===== config.mk =====
export PLATFORM = sky130hd
export DESIGN_NAME = lld_scale
export DESIGN_NICKNAME = d
export VERILOG_FILES = /design/src/lld_pkg.sv /design/src/lld_scale.sv
export SDC_FILE = /design/constraint.sdc
export NUM_CORES = 2
export LEC_CHECK = 0
export ABC_AREA = 1
export BUFFER_PORTS_ARGS = -buffer_cell sky130_fd_sc_hd__buf_2
export CAP_MARGIN = 20
export CORE_AREA = 2 2 271 273
export CTS_BUF_LIST = sky130_fd_sc_hd__clkbuf_4 sky130_fd_sc_hd__clkbuf_8
export DETAILED_ROUTE_END_ITERATION = 10
export DIE_AREA = 0 0 273 275
export MAX_ROUTING_LAYER = met4
export PLACE_DENSITY_LB_ADDON = 0.15
export SETUP_SLACK_MARGIN = 0.1
export SYNTH_ARGS = -nofsm -noshare
export SYNTH_HDL_FRONTEND = slang
export SYNTH_SLANG_ARGS = --single-unit

===== constraint.sdc =====
create_clock -name clk_i -period 19.85 [get_ports clk_i]
set_input_delay 3.97 -clock clk_i [delete_from_list [all_inputs] [get_ports clk_i]]
set_output_delay 3.97 -clock clk_i [all_outputs]
set_load 0.02 [all_outputs]

===== src/lld_pkg.sv =====
// Shared constants and types for the 3D line distance unit.
`default_nettype none
package lld_pkg;
  localparam int COORD_WIDTH_DEF = 32;
  localparam int FRAC_BITS_DEF   = 16;
  localparam int TOL_W           = 16;
  localparam int TOL_RESET       = 16;
  localparam int NORM_TOP        = 30;
  localparam int SV_W            = NORM_TOP + 1;
  localparam int SQ_W            = 2 * SV_W;
  localparam int LEN_W           = NORM_TOP + 1;
  localparam int EXP_W           = 8;
  localparam int DIV_W           = 64;
  localparam int SHIFT_LIM       = 32;

  typedef enum logic [1:0] {
    MODE_DIV,
    MODE_ZERO,
    MODE_SAT
  } lld_mode_e;

  typedef struct packed {
    lld_mode_e mode;
    logic      neg;
    logic      par;
  } lld_ctl_t;
endpackage
`default_nettype wire


===== src/lld_scale.sv =====
// Three-stage block scaler: max magnitude, leading one, shift to NORM_TOP bits.
`default_nettype none
module lld_scale import lld_pkg::*; #(
  parameter int IN_W = 49
) (
  input  logic                    clk_i,
  input  logic                    en_i,
  input  logic signed [IN_W-1:0]  c_i [3],
  output logic signed [SV_W-1:0]  o_o [3],
  output logic signed [EXP_W-1:0] e_o
);
  localparam int CNT_W = $clog2(IN_W + 1);
  localparam int EXT_W = (IN_W > SV_W) ? IN_W : SV_W;

  logic signed [IN_W-1:0]  c1_q [3];
  logic signed [IN_W-1:0]  c2_q [3];
  logic [IN_W-1:0]         mag_d [3];
  logic [IN_W-1:0]         max_d, max_q;
  logic [CNT_W-1:0]        bits_d, bits_q;
  logic signed [SV_W-1:0]  o_d [3], o_q [3];
  logic signed [EXP_W-1:0] e_d, e_q;

  always_comb begin
    for (int i = 0; i < 3; i++) begin
      mag_d[i] = c_i[i][IN_W-1] ? IN_W'(-c_i[i]) : IN_W'(c_i[i]);
    end
    max_d = mag_d[0];
    if (mag_d[1] > max_d) max_d = mag_d[1];
    if (mag_d[2] > max_d) max_d = mag_d[2];
  end

  always_comb begin
    bits_d = '0;
    for (int i = 0; i < IN_W; i++) begin
      if (max_q[i]) bits_d = CNT_W'(i + 1);
    end
  end

  always_comb begin
    int                     nb;
    logic signed [EXT_W-1:0] ext;
    nb  = int'(bits_q);
    e_d = '0;
    for (int i = 0; i < 3; i++) begin
      ext = EXT_W'(c2_q[i]);
      if (nb == 0) begin
        o_d[i] = '0;
      end else if (nb > NORM_TOP) begin
        o_d[i] = SV_W'(ext >>> (nb - NORM_TOP));
      end else begin
        o_d[i] = SV_W'(ext <<< (NORM_TOP - nb));
      end
    end
    if (nb != 0) e_d = EXP_W'(NORM_TOP - nb);
  end

  always_ff @(posedge clk_i) begin
    if (en_i) begin
      c1_q   <= c_i;
      max_q  <= max_d;
      c2_q   <= c1_q;
      bits_q <= bits_d;
      o_q    <= o_d;
      e_q    <= e_d;
    end
  end

  assign o_o = o_q;
  assign e_o = e_q;
endmodule
`default_nettype wire


==> impl_metrics.yaml <==
run_status:
  status: "finished, final reports clean"
place:
  numPlacedInstances: 5825
  port_buffers: 249
  gp_routability_congestion: 1.01
  dp_slack_ns: 6.57
  dp_hpwl_um: 108000
floorplan:
  initial_core_util_pct: 49.3
  fp.dieW_um: 273
  pin_count: 250
  die_height_um: 275
  placeableCoreArea_mm2: 0.0723
  die_area_mm2: 0.0751
  rows: 99
cells_and_area:
  finish.net_count: 5200
  post_route_cells_drive_above_1_share_pct: 11.9
  layout.cells.non_filler: 5969
  filler_cell_count: 7310
  multi_input_area_mm2: 0.0191
  area_delta_synth_final_pct: 9.46
  ff_latch_area_mm2: 0.0135
  mostFrequentLayoutCells: "1176 x nand2_1, 918 x o21ai_0, 472 x inv_1"
  layout.cells.most_common: "nand2_1"
cts:
  clock_latency_ns: 0.71
  clockRootBuffer: "clkbuf_8"
  cts_hold_repair.buffers: 0
  ctsHtreeMaxLevel: 3
  cts_resized: 0
  cts_setup_buffers: 0
  cts_num_sinks: 449
  ctsLongestPathBuffers: 3
  cts_tree: "yes"
  cts_made_buffers: 77
  worst_setup_hold_path_clk_slew_ns: 0.06
drt:
  firstDrtPassIters: 6
  vias: 34750
  routed_wirelength_um: 139000
  drc_viols: 0
  detail_route.iter0.violations: 3802
  detail_route.wl_per_cell_um: 23.3
  drt-vias-per-instance: 5.82
  ant_nets: 0
worst_setup_path:
  crit_required_ns: 20.22
  r2r_start: "bits_q[1]$_SDFFCE_PP0P_"
  cpMaxStageDelayCell: "nor3_1"
  startpoint_type: "primary input"
  setup.worst_path.class: "primary input to flop"
  critical_path_arrival_ns: 13.16
  critical_path.max_stage_delay_ns: 0.66
  origin_of_the_worst_setup_path: "c_i[98]"
  timing.critical_path.fanout_max: 94
  worstSetupEndpointType: "flop"
logic_synthesis:
  synthesized_cell_area_mm2: 0.0357
  yosysWarnings: 0
  synth_seq_cells: 449
  postSynth.asyncResetShare_pct: 0
  netlist_instances: 4895
  postSynthNetCount: 5149
  post_synth_num_cell_types: 69
  synth_area_per_cell_um2: 7.29
  seq_area_frac_synth_pct: 37.8
  number_of_synthesized_flops_with_an_enable_pin: 449
  ys.flop_type: "edfxtp_1"
timing:
  timing_max_transition_violations_final: 0
  worst_slew_pin_slew_ns: 1.11
  period_share_pct: 64.4
  hold_viol_final: 0
  slew_headroom_pct: 25.6
  period_minus_slack_ns: 12.79
  setup_viol: 0
  fin_ws_ns: 7.06
  rsz0062_at_grt: "false"
  clock_skew_ns: 0.0642
  max_freq_ghz: 0.0782
  final.setup.tns_ns: 0
pwr:
  leakage_nw: 16.4
  worst_ir_drop_vdd_uv: 70.8
  total_power_mw: 3.81
  pwr_density_cell_mw_per_mm2: 97.6
grt:
  overflow: 0
  grt_first_pass_wirelength_um: 203000
  first_global_vias: 31980
  grt_start_max_net_pins: 175
  grt_use_total_pct: 37.6
  antenna_found_initial: 13
worst_hold_path:
  worstHoldStart: "c1_q[111]$_DFFE_PP_"
  hp-class: "flop to flop"
flow_run:
  cap_violations: 0
## critical path, delay by kind of cell
kind / cells / cell delay [ns]
compound gates: 9 / 1.57
fa+ha+maj: 3 / 0.84
buf+inv: 12 / 2.21
simple gates: 22 / 4.51
## where the power goes
part | switching (mW) | internal (mW)
Combinational | 1.19 | 0.465
Clock | 0.398 | 0.511
Sequential | 0.0491 | 1.20
## flip-flops by register name, summed over array words and instances, names as in the netlist
| register | count |
|---|---|
| e_o | 7 |
| c2_q | 147 |
| bits_q | 6 |
| o_o | 93 |
| max_q | 49 |
| c1_q | 147 |
## kinds of logic (layout without fill, tap and decap cells)
logic type | after synthesis | count (layout) | share of synthesized area, %
flip-flops | 449 | 449 | 37.8
AO/OA/AOI/OAI | 1462 | 1462 | 22.6
adder cells (fa/ha/maj) | 105 | 105 | 3.68
AND/OR/NAND/NOR | 1835 | 1835 | 21.7
XOR/XNOR | 140 | 140 | 3.46
other | 0 | 10 | 0
multiplexers | 71 | 71 | 1.99
buffers and inverters | 833 | 938 | 8.82
## through the flow
step / hold slack [ns] / cell area, um2 / utilization, %
final: 0.393 / 39000 / 54.0
after global routing: 0.398 / 39000 / 54.0
after CTS: 0.398 / 39000 / 53.9
after detailed placement: 0.405 / 37400 / 51.7
after global placement: 0.401 / 37400 / 51.7
after floorplan: 0.400 / 35700 / -
## Yosys cell counts, drive strengths merged, types with 5 or more instances
cell type | instances | share of area [%]
inv | 494 | 5.2
o211ai | 27 | 0.58
a32o | 10 | 0.28
xnor2 | 50 | 1.2
o31ai | 10 | 0.22
buf | 79 | 0.89
a31oi | 39 | 0.68
nor3 | 46 | 0.85
nand4 | 24 | 0.42
o311ai | 5 | 0.12
xor2 | 90 | 2.2
o22ai | 48 | 0.84
o21a | 81 | 1.7
nand2 | 1185 | 13
a21oi | 230 | 3.3
o32ai | 9 | 0.22
nor4 | 35 | 0.83
mux2i | 71 | 2.0
clkinv | 8 | 0.088
ha | 105 | 3.7
edfxtp | 449 | 38
o221ai | 11 | 0.27
a221oi | 9 | 0.22
nand3 | 111 | 1.6
clkbuf | 252 | 2.7
o21ai | 958 | 14
nor2 | 325 | 3.5
or2 | 99 | 1.7
## worst paths after layout
path	cells after the start	slack, ns	to
max	46	7.06	max_q[24]$_DFFE_PP_
min	0	0.39	c2_q[111]$_DFFE_PP_
max reg2reg	16	13.17	o_o[76]$_SDFFCE_PN0P_
min reg2reg	0	0.39	c2_q[111]$_DFFE_PP_
## area by class of cell
type,count,area share (%)
antenna,10,0.0641
clock inverter,40,1.13
inverter,502,4.86
sequential,449,34.5
tap,959,3.07
multi-input combinational,3613,49.0
clock buffer,93,3.02
timing repair buffer,303,4.34
## routing by layer
| layer | GRT usage [%] | part of all wire [%] | wire [um] |
|---|---|---|---|
| met2 | 56.9 | 44 | 61600 |
| met5 | - | 0 | 0 |
| met4 | 21.8 | 6.7 | 9260 |
| met3 | 7.08 | 8.4 | 11700 |
| met1 | 47.2 | 41 | 56700 |
Power figures use the tool's default switching activity.
